$ cat src/sv/pdrd_pkg.sv
// Shared types, constants and helpers of the per-device release debouncer.
`timescale 1ns / 1ps

package pdrd_pkg;

    // Table size and payload width kept per entry.
    localparam int DEVICES      = 16;
    localparam int PAYLOAD_BITS = 32;

    // Fixed field widths of the item and result beats.
    localparam int DEV_W  = 4;
    localparam int DATA_W = 32;
    localparam int HOLD_W = 16;
    localparam int CMD_W  = 2;

    localparam int IDX_BITS   = (DEVICES > 1) ? $clog2(DEVICES) : 1;
    localparam int STORE_BITS = (PAYLOAD_BITS < DATA_W) ? PAYLOAD_BITS : DATA_W;

    // Queue depths, powers of two so the pointers wrap on their own.
    localparam int OPQ_DEPTH  = 2;
    localparam int OPQ_AW     = $clog2(OPQ_DEPTH);
    localparam int RESQ_DEPTH = 4;
    localparam int RESQ_AW    = $clog2(RESQ_DEPTH);

    // Configuration port.
    localparam int ADDR_W     = 3;
    localparam int REG_IDX_W  = ADDR_W - 2;
    localparam int APB_DATA_W = 32;
    localparam logic [REG_IDX_W-1:0] REG_HOLDOFF = REG_IDX_W'(0);
    localparam logic [HOLD_W-1:0]    HOLD_RESET  = HOLD_W'(50);

    // Result kinds.
    localparam logic KIND_HIT     = 1'b0;
    localparam logic KIND_RELEASE = 1'b1;

    typedef enum logic [CMD_W-1:0] {
        CMD_HIT     = 2'd0,
        CMD_RELEASE = 2'd1,
        CMD_TICK    = 2'd2,
        CMD_CLEAR   = 2'd3
    } t_cmd;

    typedef enum logic [2:0] {
        OP_HIT_CHK = 3'd0,
        OP_HIT_FWD = 3'd1,
        OP_RELEASE = 3'd2,
        OP_TICK    = 3'd3,
        OP_CLEAR   = 3'd4
    } t_op_kind;

    typedef struct packed {
        t_op_kind               kind;
        logic [DEV_W-1:0]       dev;
        logic [STORE_BITS-1:0]  data;
    } t_op;

    typedef struct packed {
        logic valid;
        t_op  op;
    } t_op_bus;

    typedef struct packed {
        logic               kind;
        logic [DEV_W-1:0]   dev;
        logic [DATA_W-1:0]  data;
        logic               last;
    } t_res;

    // True when the device index has an entry in the table.
    function automatic logic in_table(input logic [DEV_W-1:0] dev);
        return (int'(dev) < DEVICES);
    endfunction

endpackage

$ cat src/sv/pdrd_front.sv
// Front end: takes item beats, classifies them and queues the resulting operations.
`timescale 1ns / 1ps

module pdrd_front (
    input  logic                          i_clk,
    input  logic                          i_rst_n,
    input  logic                          i_push,
    output logic                          o_full,
    input  logic [pdrd_pkg::CMD_W-1:0]    i_cmd,
    input  logic [pdrd_pkg::DEV_W-1:0]    i_device,
    input  logic [pdrd_pkg::DATA_W-1:0]   i_event_data,
    input  logic                          i_op_pop,
    output pdrd_pkg::t_op_bus             o_op
);
    import pdrd_pkg::*;

    t_op                r_q [OPQ_DEPTH];
    logic [OPQ_AW-1:0]  r_wp;
    logic [OPQ_AW-1:0]  r_rp;
    logic [OPQ_AW:0]    r_cnt;
    t_op                w_op;
    logic               w_keep;
    logic               w_wr;
    logic               w_rd;

    // A release for a device outside the table has no effect and is dropped here.
    always_comb begin
        w_op.dev  = i_device;
        w_op.data = STORE_BITS'(i_event_data);
        w_op.kind = OP_TICK;
        w_keep    = 1'b1;
        unique case (t_cmd'(i_cmd))
            CMD_HIT: begin
                w_op.kind = in_table(i_device) ? OP_HIT_CHK : OP_HIT_FWD;
            end
            CMD_RELEASE: begin
                w_op.kind = OP_RELEASE;
                w_keep    = in_table(i_device);
            end
            CMD_TICK: begin
                w_op.kind = OP_TICK;
            end
            CMD_CLEAR: begin
                w_op.kind = OP_CLEAR;
            end
        endcase
    end

    assign o_full   = (r_cnt == (OPQ_AW+1)'(OPQ_DEPTH));
    assign w_wr     = i_push && !o_full && w_keep;
    assign w_rd     = i_op_pop && (r_cnt != '0);
    assign o_op.valid = (r_cnt != '0);
    assign o_op.op    = r_q[r_rp];

    always_ff @(posedge i_clk) begin
        if (!i_rst_n) begin
            r_wp  <= '0;
            r_rp  <= '0;
            r_cnt <= '0;
        end else begin
            if (w_wr) begin
                r_wp <= OPQ_AW'(r_wp + 1'b1);
            end
            if (w_rd) begin
                r_rp <= OPQ_AW'(r_rp + 1'b1);
            end
            r_cnt <= r_cnt + (OPQ_AW+1)'(w_wr) - (OPQ_AW+1)'(w_rd);
        end
    end

    always_ff @(posedge i_clk) begin
        if (w_wr) begin
            r_q[r_wp] <= w_op;
        end
    end

endmodule

$ cat src/sv/pdrd_back.sv
// Back end: device table, holdoff countdowns and the tick scan over all entries.
`timescale 1ns / 1ps

module pdrd_back (
    input  logic                          i_clk,
    input  logic                          i_rst_n,
    input  logic [pdrd_pkg::HOLD_W-1:0]   i_hold,
    input  pdrd_pkg::t_op_bus             i_op,
    output logic                          o_op_pop,
    input  logic                          i_res_full,
    output logic                          o_res_push,
    output pdrd_pkg::t_res                o_res
);
    import pdrd_pkg::*;

    typedef enum logic [2:0] {
        ST_IDLE  = 3'b001,
        ST_SCAN  = 3'b010,
        ST_FLUSH = 3'b100
    } t_state;

    t_state                 r_state, n_state;
    logic [DEVICES-1:0]     r_pend, n_pend;
    logic [IDX_BITS-1:0]    r_idx, n_idx;
    logic                   r_hv, n_hv;
    logic [DEV_W-1:0]       r_hdev, n_hdev;
    logic [STORE_BITS-1:0]  r_hdata, n_hdata;

    logic [HOLD_W-1:0]      r_cnt_mem [DEVICES];
    logic [STORE_BITS-1:0]  r_pay_mem [DEVICES];
    logic [HOLD_W-1:0]      r_rd_cnt;
    logic [STORE_BITS-1:0]  r_rd_pay;

    logic [IDX_BITS-1:0]    w_ra;
    logic [IDX_BITS-1:0]    w_wa;
    logic                   w_cnt_we;
    logic [HOLD_W-1:0]      w_cnt_wd;
    logic                   w_pay_we;
    logic [IDX_BITS-1:0]    w_op_idx;
    logic                   w_expire;
    logic                   w_decr;
    logic                   w_stall;
    logic                   w_last_idx;

    assign w_op_idx   = IDX_BITS'(i_op.op.dev);
    assign w_expire   = r_pend[r_idx] && (r_rd_cnt <= HOLD_W'(1));
    assign w_decr     = r_pend[r_idx] && !w_expire;
    assign w_stall    = w_expire && r_hv && i_res_full;
    assign w_last_idx = (r_idx == IDX_BITS'(DEVICES - 1));

    always_comb begin
        n_state    = r_state;
        n_pend     = r_pend;
        n_idx      = r_idx;
        n_hv       = r_hv;
        n_hdev     = r_hdev;
        n_hdata    = r_hdata;
        o_op_pop   = 1'b0;
        o_res_push = 1'b0;
        o_res.kind = KIND_HIT;
        o_res.dev  = i_op.op.dev;
        o_res.data = DATA_W'(i_op.op.data);
        o_res.last = 1'b1;
        w_ra       = '0;
        w_wa       = w_op_idx;
        w_cnt_we   = 1'b0;
        w_cnt_wd   = i_hold;
        w_pay_we   = 1'b0;
        unique case (r_state)
            ST_IDLE: begin
                if (i_op.valid) begin
                    unique case (i_op.op.kind)
                        OP_HIT_CHK: begin
                            if (r_pend[w_op_idx]) begin
                                // The hit cancels the pending release and is absorbed.
                                n_pend[w_op_idx] = 1'b0;
                                o_op_pop         = 1'b1;
                            end else if (!i_res_full) begin
                                o_res_push = 1'b1;
                                o_op_pop   = 1'b1;
                            end
                        end
                        OP_HIT_FWD: begin
                            if (!i_res_full) begin
                                o_res_push = 1'b1;
                                o_op_pop   = 1'b1;
                            end
                        end
                        OP_RELEASE: begin
                            n_pend[w_op_idx] = 1'b1;
                            w_cnt_we         = 1'b1;
                            w_pay_we         = 1'b1;
                            o_op_pop         = 1'b1;
                        end
                        OP_TICK: begin
                            o_op_pop = 1'b1;
                            n_idx    = '0;
                            n_state  = ST_SCAN;
                        end
                        OP_CLEAR: begin
                            n_pend   = '0;
                            o_op_pop = 1'b1;
                        end
                        default: begin
                            o_op_pop = 1'b1;
                        end
                    endcase
                end
            end
            ST_SCAN: begin
                // Entry r_idx was read last cycle; the next is read now unless stalled.
                w_wa     = r_idx;
                w_cnt_wd = r_rd_cnt - HOLD_W'(1);
                o_res.kind = KIND_RELEASE;
                o_res.dev  = r_hdev;
                o_res.data = DATA_W'(r_hdata);
                o_res.last = 1'b0;
                if (w_stall) begin
                    w_ra = r_idx;
                end else begin
                    w_ra = IDX_BITS'(r_idx + 1'b1);
                    if (w_expire) begin
                        n_pend[r_idx] = 1'b0;
                        o_res_push    = r_hv;
                        n_hv          = 1'b1;
                        n_hdev        = DEV_W'(r_idx);
                        n_hdata       = r_rd_pay;
                    end
                    w_cnt_we = w_decr;
                    if (w_last_idx) begin
                        n_state = ST_FLUSH;
                    end else begin
                        n_idx = IDX_BITS'(r_idx + 1'b1);
                    end
                end
            end
            ST_FLUSH: begin
                o_res.kind = KIND_RELEASE;
                o_res.dev  = r_hdev;
                o_res.data = DATA_W'(r_hdata);
                o_res.last = 1'b1;
                if (!r_hv) begin
                    n_state = ST_IDLE;
                end else if (!i_res_full) begin
                    o_res_push = 1'b1;
                    n_hv       = 1'b0;
                    n_state    = ST_IDLE;
                end
            end
            default: begin
                n_state = ST_IDLE;
            end
        endcase
    end

    always_ff @(posedge i_clk) begin
        if (!i_rst_n) begin
            r_state <= ST_IDLE;
            r_pend  <= '0;
            r_idx   <= '0;
            r_hv    <= 1'b0;
        end else begin
            r_state <= n_state;
            r_pend  <= n_pend;
            r_idx   <= n_idx;
            r_hv    <= n_hv;
        end
    end

    always_ff @(posedge i_clk) begin
        r_hdev  <= n_hdev;
        r_hdata <= n_hdata;
    end

    always_ff @(posedge i_clk) begin
        if (w_cnt_we) begin
            r_cnt_mem[w_wa] <= w_cnt_wd;
        end
        if (w_pay_we) begin
            r_pay_mem[w_wa] <= i_op.op.data;
        end
        r_rd_cnt <= r_cnt_mem[w_ra];
        r_rd_pay <= r_pay_mem[w_ra];
    end

    a_clear_empties: assert property (@(posedge i_clk) disable iff (!i_rst_n)
        (r_state == ST_IDLE && i_op.valid && i_op.op.kind == OP_CLEAR) |=> (r_pend == '0))
        else $error("pending flags survive a clear");

    a_no_push_full: assert property (@(posedge i_clk) disable iff (!i_rst_n)
        o_res_push |-> !i_res_full)
        else $error("result pushed into a full queue");

    a_mid_only_scan: assert property (@(posedge i_clk) disable iff (!i_rst_n)
        (o_res_push && !o_res.last) |-> (r_state == ST_SCAN && r_hv))
        else $error("non-final result outside the scan");

    a_flush_done: assert property (@(posedge i_clk) disable iff (!i_rst_n)
        (r_state == ST_FLUSH && !r_hv) |=> (r_state == ST_IDLE))
        else $error("flush did not return to idle");

endmodule

$ cat src/sv/pdrd_resq.sv
// Result queue between the back end and the result port.
`timescale 1ns / 1ps

module pdrd_resq (
    input  logic            i_clk,
    input  logic            i_rst_n,
    input  logic            i_push,
    input  pdrd_pkg::t_res  i_res,
    input  logic            i_pop,
    output logic            o_empty,
    output logic            o_full,
    output pdrd_pkg::t_res  o_res
);
    import pdrd_pkg::*;

    t_res               r_q [RESQ_DEPTH];
    logic [RESQ_AW-1:0] r_wp;
    logic [RESQ_AW-1:0] r_rp;
    logic [RESQ_AW:0]   r_cnt;
    logic               w_wr;
    logic               w_rd;

    assign o_empty = (r_cnt == '0);
    assign o_full  = (r_cnt == (RESQ_AW+1)'(RESQ_DEPTH));
    assign w_wr    = i_push && !o_full;
    assign w_rd    = i_pop && !o_empty;
    assign o_res   = r_q[r_rp];

    always_ff @(posedge i_clk) begin
        if (!i_rst_n) begin
            r_wp  <= '0;
            r_rp  <= '0;
            r_cnt <= '0;
        end else begin
            if (w_wr) begin
                r_wp <= RESQ_AW'(r_wp + 1'b1);
            end
            if (w_rd) begin
                r_rp <= RESQ_AW'(r_rp + 1'b1);
            end
            r_cnt <= r_cnt + (RESQ_AW+1)'(w_wr) - (RESQ_AW+1)'(w_rd);
        end
    end

    always_ff @(posedge i_clk) begin
        if (w_wr) begin
            r_q[r_wp] <= i_res;
        end
    end

endmodule

$ cat src/sv/per_device_release_debouncer_core.sv
// Top level of the per-device release debouncer: register port and the three stages.
`timescale 1ns / 1ps

// Channel   Handshake                    Beat contents
// config    psel/penable/pwrite, pready  paddr, pwdata -> holdoff_ticks (reg 0, bits 15:0)
// item      push / full                  i_cmd, i_device, i_event_data
// result    pop / empty                  o_kind, o_out_device, o_out_data, o_last
//
// The front end takes one item beat per cycle, while not full, into a two-entry operation queue.
// In the back end a hit, release or clear is handled from the idle state; a
// tick scans the table one entry per cycle through the countdown memory, except
// while a full result queue stalls the scan, and then flushes the held release.
// Reset is synchronous and active low: nothing is pending and holdoff is 50.
// Either side can stall the other only through the queues in between.

module per_device_release_debouncer_core (
    input  logic                              i_clk,
    input  logic                              i_rst_n,
    // Configuration port
    input  logic                              psel,
    input  logic                              penable,
    input  logic                              pwrite,
    input  logic [pdrd_pkg::ADDR_W-1:0]       paddr,
    input  logic [pdrd_pkg::APB_DATA_W-1:0]   pwdata,
    output logic [pdrd_pkg::APB_DATA_W-1:0]   prdata,
    output logic                              pready,
    // Item channel
    input  logic                              push,
    output logic                              full,
    input  logic [pdrd_pkg::CMD_W-1:0]        i_cmd,
    input  logic [pdrd_pkg::DEV_W-1:0]        i_device,
    input  logic [pdrd_pkg::DATA_W-1:0]       i_event_data,
    // Result channel
    output logic                              empty,
    input  logic                              pop,
    output logic                              o_kind,
    output logic [pdrd_pkg::DEV_W-1:0]        o_out_device,
    output logic [pdrd_pkg::DATA_W-1:0]       o_out_data,
    output logic                              o_last
);
    import pdrd_pkg::*;

    logic [HOLD_W-1:0]    r_holdoff;
    logic [REG_IDX_W-1:0] w_reg_idx;
    logic                 w_cfg_wr;
    t_op_bus              w_op;
    logic                 w_op_pop;
    logic                 w_res_push;
    logic                 w_res_full;
    t_res                 w_res_in;
    t_res                 w_res_out;

    // The register port never waits; the register index is the address over 4.
    assign pready    = 1'b1;
    assign w_reg_idx = paddr[ADDR_W-1:2];
    assign w_cfg_wr  = psel && penable && pwrite && pready;

    // Reads of an address with no register return zero.
    assign prdata = (w_reg_idx == REG_HOLDOFF) ? APB_DATA_W'(r_holdoff) : '0;

    always_ff @(posedge i_clk) begin
        if (!i_rst_n) begin
            r_holdoff <= HOLD_RESET;
        end else if (w_cfg_wr && (w_reg_idx == REG_HOLDOFF)) begin
            r_holdoff <= pwdata[HOLD_W-1:0];
        end
    end

    // The front end classifies each item beat so the back end only has to
    // look up the table; releases for devices beyond the table die here.
    pdrd_front u_front (
        .i_clk        (i_clk),
        .i_rst_n      (i_rst_n),
        .i_push       (push),
        .o_full       (full),
        .i_cmd        (i_cmd),
        .i_device     (i_device),
        .i_event_data (i_event_data),
        .i_op_pop     (w_op_pop),
        .o_op         (w_op)
    );

    // The back end owns the pending flags, countdowns and held payloads. A tick
    // holds back the most recent expired release so it can mark the final one.
    pdrd_back u_back (
        .i_clk      (i_clk),
        .i_rst_n    (i_rst_n),
        .i_hold     (r_holdoff),
        .i_op       (w_op),
        .o_op_pop   (w_op_pop),
        .i_res_full (w_res_full),
        .o_res_push (w_res_push),
        .o_res      (w_res_in)
    );

    // Finished result beats wait here, so the back end keeps working while the
    // consumer is slow.
    pdrd_resq u_resq (
        .i_clk   (i_clk),
        .i_rst_n (i_rst_n),
        .i_push  (w_res_push),
        .i_res   (w_res_in),
        .i_pop   (pop),
        .o_empty (empty),
        .o_full  (w_res_full),
        .o_res   (w_res_out)
    );

    assign o_kind       = w_res_out.kind;
    assign o_out_device = w_res_out.dev;
    assign o_out_data   = w_res_out.data;
    assign o_last       = w_res_out.last;

endmodule

$ cat config.mk
export PLATFORM = sky130hd
export DESIGN_NAME = per_device_release_debouncer_core
export DESIGN_NICKNAME = d
export VERILOG_FILES = /design/src/sv/pdrd_pkg.sv /design/src/sv/pdrd_front.sv /design/src/sv/pdrd_back.sv /design/src/sv/pdrd_resq.sv /design/src/sv/per_device_release_debouncer_core.sv
export SDC_FILE = /design/constraint.sdc
export NUM_CORES = 1
export LEC_CHECK = 0
export BUFFER_PORTS_ARGS = -buffer_cell sky130_fd_sc_hd__buf_2
export CAP_MARGIN = 20
export CORE_MARGIN = 4
export CORE_UTILIZATION = 40
export CTS_CLUSTER_DIAMETER = 40
export DETAILED_ROUTE_END_ITERATION = 10
export HOLD_SLACK_MARGIN = 0.03
export REMOVE_ABC_BUFFERS = 1
export SYNTH_ARGS = -nofsm -noshare
export SYNTH_HDL_FRONTEND = slang
export SYNTH_SLANG_ARGS = --single-unit
export TNS_END_PERCENT = 50
$ cat constraint.sdc
create_clock -name i_clk -period 6 [get_ports i_clk]
set_input_delay 0.3 -clock i_clk [delete_from_list [all_inputs] [get_ports i_clk]]
set_output_delay 0.3 -clock i_clk [all_outputs]
set_load 0.005 [all_outputs]
# Word-level counts from Yosys, hierarchy flattened
# Memory sizes are Yosys's and may differ from the RTL's. A register that Yosys moved wholly into a read port is not among the register bits.
# Index checks and enable logic that the tools add are counted.
dict set report classes {
  n_addsub 10
  n_lt_le_gt_ge 5
  n_eq_ne 22
  muxes 67
  n_bitwise 7
  n_reduce_logical 28
}
# op n
set ops {}
lappend ops {{$mux W16} 6}
lappend ops {{$pmux W38 S2} 1}
lappend ops {{$pmux W16 S3} 1}
lappend ops {{$and A16 B16 Y16} 2}
lappend ops {{$not A16 Y16} 2}
lappend ops {{$pmux W16 S2} 1}
lappend ops {{$mux W1} 31}
lappend ops {{$mux W4} 7}
lappend ops {{$mux W3} 6}
lappend ops {{$le A16 B1 Y1 const B} 1}
lappend ops {{$or A16 B16 Y16} 1}
lappend ops {{$sub A16 B1 Y16 const B} 1}
lappend ops {{$logic_and A1 B1 Y1} 13}
lappend ops {{$pmux W3 S4} 1}
lappend ops {{$lt A4 B5 Y1 const B} 2}
lappend ops {{$reduce_and A5 Y1} 2}
lappend ops {{$eq A3 B2 Y1 const B} 3}
lappend ops {{$eq A3 B3 Y1 const B} 3}
lappend ops {{$pmux W3 S3} 1}
lappend ops {{$bmux W1 S4} 2}
lappend ops {{$demux W1 S4} 2}
lappend ops {{$ge A4 B1 Y1 const B} 2}
lappend ops {{$pmux W1 S2} 4}
lappend ops {{$pmux W4 S2} 1}
lappend ops {{other kinds (25)} 43}
dict set report word_totals {
  ff_bits 87
  mem_bits_rw 998
  inputBits 80
  out_inout_bits 73
  word_cells 156
  mem_count 4
}
# memory words width read_ports rd_clocked_by_memory_dff wr line_no
set memory_table {}
lappend memory_table {u_back.r_pay_mem 16 32 1 1 1 pdrd_back.sv:30} ;# logic [STORE_BITS-1:0] r_pay_mem [DEVICES];
lappend memory_table {u_back.r_cnt_mem 16 16 1 1 1 pdrd_back.sv:29} ;# logic [HOLD_W-1:0] r_cnt_mem [DEVICES];
lappend memory_table {u_resq.r_q 4 38 1 1 1 pdrd_resq.sv:16} ;# t_res r_q [RESQ_DEPTH];
lappend memory_table {u_front.r_q 2 39 1 1 1 pdrd_front.sv:17} ;# t_op r_q [OPQ_DEPTH];

# Depth between registers and ports, before layout
dict set report depth {
  ltp_word 10
  depth_mapped 16
  depth_no_buf 14
}

# By module
# A second synthesis with hierarchy kept.
dict set report hier_totals {
  hier_cells 3035
  area_unflattened_um2 45771.4
}
# mod n_inst cells_each area_per_inst_um2 seq_area_each_um2
set by_module_without_submodules {}
lappend by_module_without_submodules {pdrd_back 1 2529 35739.3 25584.5}
lappend by_module_without_submodules {pdrd_resq 1 248 5980.7 4744.6}
lappend by_module_without_submodules {pdrd_front 1 152 3129.3 2442.3}
lappend by_module_without_submodules {per_device_release_debouncer_core 1 106 922.1 320.3}

# Worst setup path before layout
# No wires, ideal clock.
dict set report synth_timing {
  path_type {reg-to-reg}
  startpoint {reg u_back.r_state[1]}
  endpoint {reg u_back.r_hdata[0] (enable)}
  setup_time_ns 0.482
  arrival_ns 4.507
  t_required_ns 5.518
  slack_ns 1.012
  stages_incl_launch_ff 9
  path_buffers 4
  period_less_slack_ns 4.988
  path_cell_list {dfxtp_1 clkbuf_1 nand2b_1 nor2_1 inv_1 clkbuf_1 clkbuf_1 clkbuf_1 nor3b_1}
}
dict set report synth_between {
  elab_chain_cells 2
}
# item line_no
set synth_lines {}
lappend synth_lines {{from (decl)} pdrd_back.sv:22} ;# t_state r_state, n_state;
lappend synth_lines {{from (signal assigned)} pdrd_back.sv:163} ;# r_state <= n_state;
lappend synth_lines {{$eq A3 B2 Y1} pdrd_back.sv:69} ;# unique case (r_state)
lappend synth_lines {{$reduce_and A3 Y1 (no line)} --}
lappend synth_lines {{to (signal assigned)} pdrd_back.sv:172} ;# r_hdata <= n_hdata;
lappend synth_lines {{to (decl)} pdrd_back.sv:27} ;# logic [STORE_BITS-1:0] r_hdata, n_hdata;
# No other way between the ends.
# A chain may end at the register's enable or synchronous reset.

# Worst setup path after layout
dict set report layout_timing {
  startpoint {reg u_back.r_rd_cnt[5] (read register of u_back.r_cnt_mem)}
  endpoint {reg u_back.r_rd_pay[25] (read register of u_back.r_pay_mem)}
}
dict set report layout_between {
  elab_chain_cells 6
}
# item line_no
set layout_lines {}
lappend layout_lines {{from (decl)} pdrd_back.sv:31} ;# logic [HOLD_W-1:0] r_rd_cnt;
lappend layout_lines {{$le A16 B1 Y1} pdrd_back.sv:46} ;# assign w_expire = r_pend[r_idx] && (r_rd_cnt <= HOLD_W'(1));
lappend layout_lines {{$logic_and A1 B1 Y1} pdrd_back.sv:46}
lappend layout_lines {{$logic_and A1 B1 Y1 (2 in a row)} pdrd_back.sv:48} ;# assign w_stall = w_expire && r_hv && i_res_full;
lappend layout_lines {{$mux W4} pdrd_back.sv:118} ;# if (w_stall) begin
lappend layout_lines {{$mux W4} pdrd_back.sv:69}
lappend layout_lines {{to (decl)} pdrd_back.sv:32} ;# logic [STORE_BITS-1:0] r_rd_pay;
# No other way between the ends.

==> impl_metrics.ini <==
[outcome]
status = complete, no violations

[yosys]
seq_area_frac_synth_pct = 73.6
synthCells = 3204
ys_warn_count = 0
ys_ff_latch = 1136
ys_types = 71
synth_top_flop_cell = edfxtp_1
synth_top_family_by_area = simple AND/OR/NAND/NOR gates
synth_edf_count = 1034
syn_area_per_cell_um2 = 14.0
synth-xor-area-share_pct = 0.409
synth_mux_area_share_pct = 4.71
ys_async_sr_fraction_pct = 0
synth_fa_ha_area_share_pct = 0.490
yosys.area_share.simple_pct = 14.2
synth_compound_area_share_pct = 4.20
syn_area_um2 = 45000

[layout]
nets = 3510
finalInstanceArea_um2 = 52900
diodes = 0
drive_gt1_share_pct = 17.4
mostFrequentLayoutCells = edfxtp_1, nand2_1, nand4_1
fill_cells = 9660
area_growth_pct = 17.6
fin_util_pct = 47.6
final_common_cell = edfxtp_1
fin_cells = 5018

[job]
cap_violations = 0

[routing]
drc_errors = 0
first_pass_iters = 5
wl_met2_mm = 53.2
drt_iter0_drc = 2460
met1Wirelength_mm = 47.8
wire_per_inst_um = 21.8
via_count = 26900
wirelength_mm = 110
vias_per_cell = 5.35
highest_layer = met5
wl_met3_mm = 6.13
antenna_left = 0

[cts]
cts_sinks = 1136
post_cts_buffers = 0
insertion_delay_ns = 0.74
cts_tree = done
clock-root-buffer = clkbuf_16
clk_pin_slew_ns = 0.06
numCtsBuffers = 141
cts_hold_buffers = 56
htreeDepth = 4
post_cts_resized = 0
clockBufferDepth = 3

[worst_setup_path]
setup.worst_path.class = register to register
cp.buffers_inverters = 1
crit_chain = or4_1 > nor4b_4 > nand4_2 > nand2_1 > mux2i_4 > buf_12 > nand2_1 > nand4_1 > nand4_1 > nor4_1
critPathCaptureType = register
reg2reg_depth = 10
crit-reg2reg-launch = u_back.r_rd_cnt[5]
cp_max_fo = 158
crit_slowest_cell = or4_1
timing.rr.end = u_back.r_rd_pay[25]
max_stage_delay_ns = 0.75
crit_family = simple AND/OR/NAND/NOR gates
arrival_ns = 5.12
cp.required_ns = 6.61
cp-start-kind = register
r2r_setup_slack_ns = 1.49

[global_routing]
grt_pass1_wl_mm = 165
grt_usage_pct = 18.5
antenna_found_initial = 2
gr-total-overflow = 0
grt_pass1_vias = 26600
grt_max_degree = 159

[pwr]
powerDensity_nw_per_um2 = 379
ir_drop_v = 0.000257
p_leak_uw = 0.0178

[place]
postPlaceCellArea_um2 = 47600
dp_cells = 4700
place_congestion = 0.792
dp_slack_ns = 1.59
io_buffers = 117
dp_hpwl_mm = 59.4

[timing]
rsz0062_at_grt = false
hold_viol_final = 0
relSlewSlack_pct = 25.8
finClkSkew_ns = 0.0306
finalCritPeriodShare_pct = 75.1
timing.fmax_mhz = 222
period_needed_ns = 4.51
maxSlewViolCount = 0
setup_viol = 0
worst_pin_slew_ns = 1.11
final.setup.worst_slack_ns = 1.49

[worst_hold_path]
whs_path_depth = 4
min-delay-start = pop
worst_hold_path_type = input pin to register

[die]
core_area_um2 = 111000
rows = 122
fp.dieArea_um2 = 118000
die_y_um = 343
ios = 153
die_w_um = 343
start_util_pct = 40.5
[worst reg2reg max path: cells and delay by family (launching register included)]
| family | cells | cell delay (ns) |
|---|---|---|
| flops | 1 | 0.34 |
| mux | 1 | 0.50 |
| buf+inv | 1 | 0.54 |
| simple gates | 8 | 3.00 |
[worst max-delay path by stage]
stage | from | to | slack (ns) | depth (start not counted)
after floorplan | u_back.r_rd_cnt[5] | u_back.r_rd_pay[17] | -11.64 | 8
after global placement | u_back.r_rd_cnt[5] | u_back.r_rd_pay[12] | 1.63 | 9
after detailed placement | u_back.r_rd_cnt[5] | u_back.r_rd_pay[25] | 1.59 | 10
after CTS | u_back.r_rd_cnt[5] | u_back.r_rd_pay[25] | 1.47 | 10
after global routing | u_back.r_rd_cnt[5] | u_back.r_rd_pay[6] | 1.30 | 10
final | u_back.r_rd_cnt[5] | u_back.r_rd_pay[25] | 1.49 | 10
[metrics by stage]
step           hold slack, ns  power (uW)  TNS [ns]
2_1_floorplan           0.372       11200   -507.58
3_3_place_gp            0.387       11900         0
3_5_place_dp            0.389       11900         0
4_1_cts                 0.108       20300         0
5_1_grt                 0.181       20800         0
6_report                0.152       20000         0
[kinds of logic (layout without fill, tap and decap cells)]
| logic type | after synthesis | count (layout) |
|---|---|---|
| AOI/OAI and AO/OA | 291 | 291 |
| DFF | 1136 | 1136 |
| adders and majority gates | 17 | 17 |
| and+or+nand+nor | 1346 | 1346 |
| xor gates and xnor gates | 21 | 21 |
| other | 2 | 17 |
| buffers and inverters | 243 | 554 |
| muxes | 148 | 148 |
[per-layer routing]
metal	track usage [%]	vias up
met5	0	-
met4	5.42	2
met3	2.95	188
met2	30.9	811
met1	25.0	13400
li1	-	12400
[power by group]
part	switching, uW	total (uW)	internal (uW)
combinational	1510	2320	809
clock	3320	8270	4960
sequential	134	9450	9310
total	4960	20000	15100
[Yosys cell counts, drive strengths merged, types with 50 or more instances]
cell type	instances	area share, %
dfxtp	102	4.5
nand3	96	1.1
a211oi	51	0.87
and3	50	0.70
a21oi	80	0.90
o21ai	55	0.62
clkbuf	109	0.91
buf	102	1.3
nand4	226	3.2
nand2	691	5.8
edfxtp	1034	69
nor2	102	0.86
and2	62	0.86
nor4	51	0.71
mux2	77	1.9
[layout make-up]
class	count	area, um^2	area share, %
clock buffer	181	3840	7.27
clock inverter	79	836	1.58
inverter	32	120	0.227
multi-input combinational	1840	11100	21.1
sequential	1136	33100	62.6
tap	1488	1860	3.52
timing repair buffer	262	1990	3.76
[state kept, by name (all words and copies together), names as in the netlist, 32 cells and up, named ones only]
signal	count
u_back.r_rd_pay	32
u_back.r_pay_mem	512
u_resq.r_q	152
u_front.r_q	78
u_back.r_cnt_mem	256
u_back.r_hdata	32
Power figures use the tool's default switching activity.
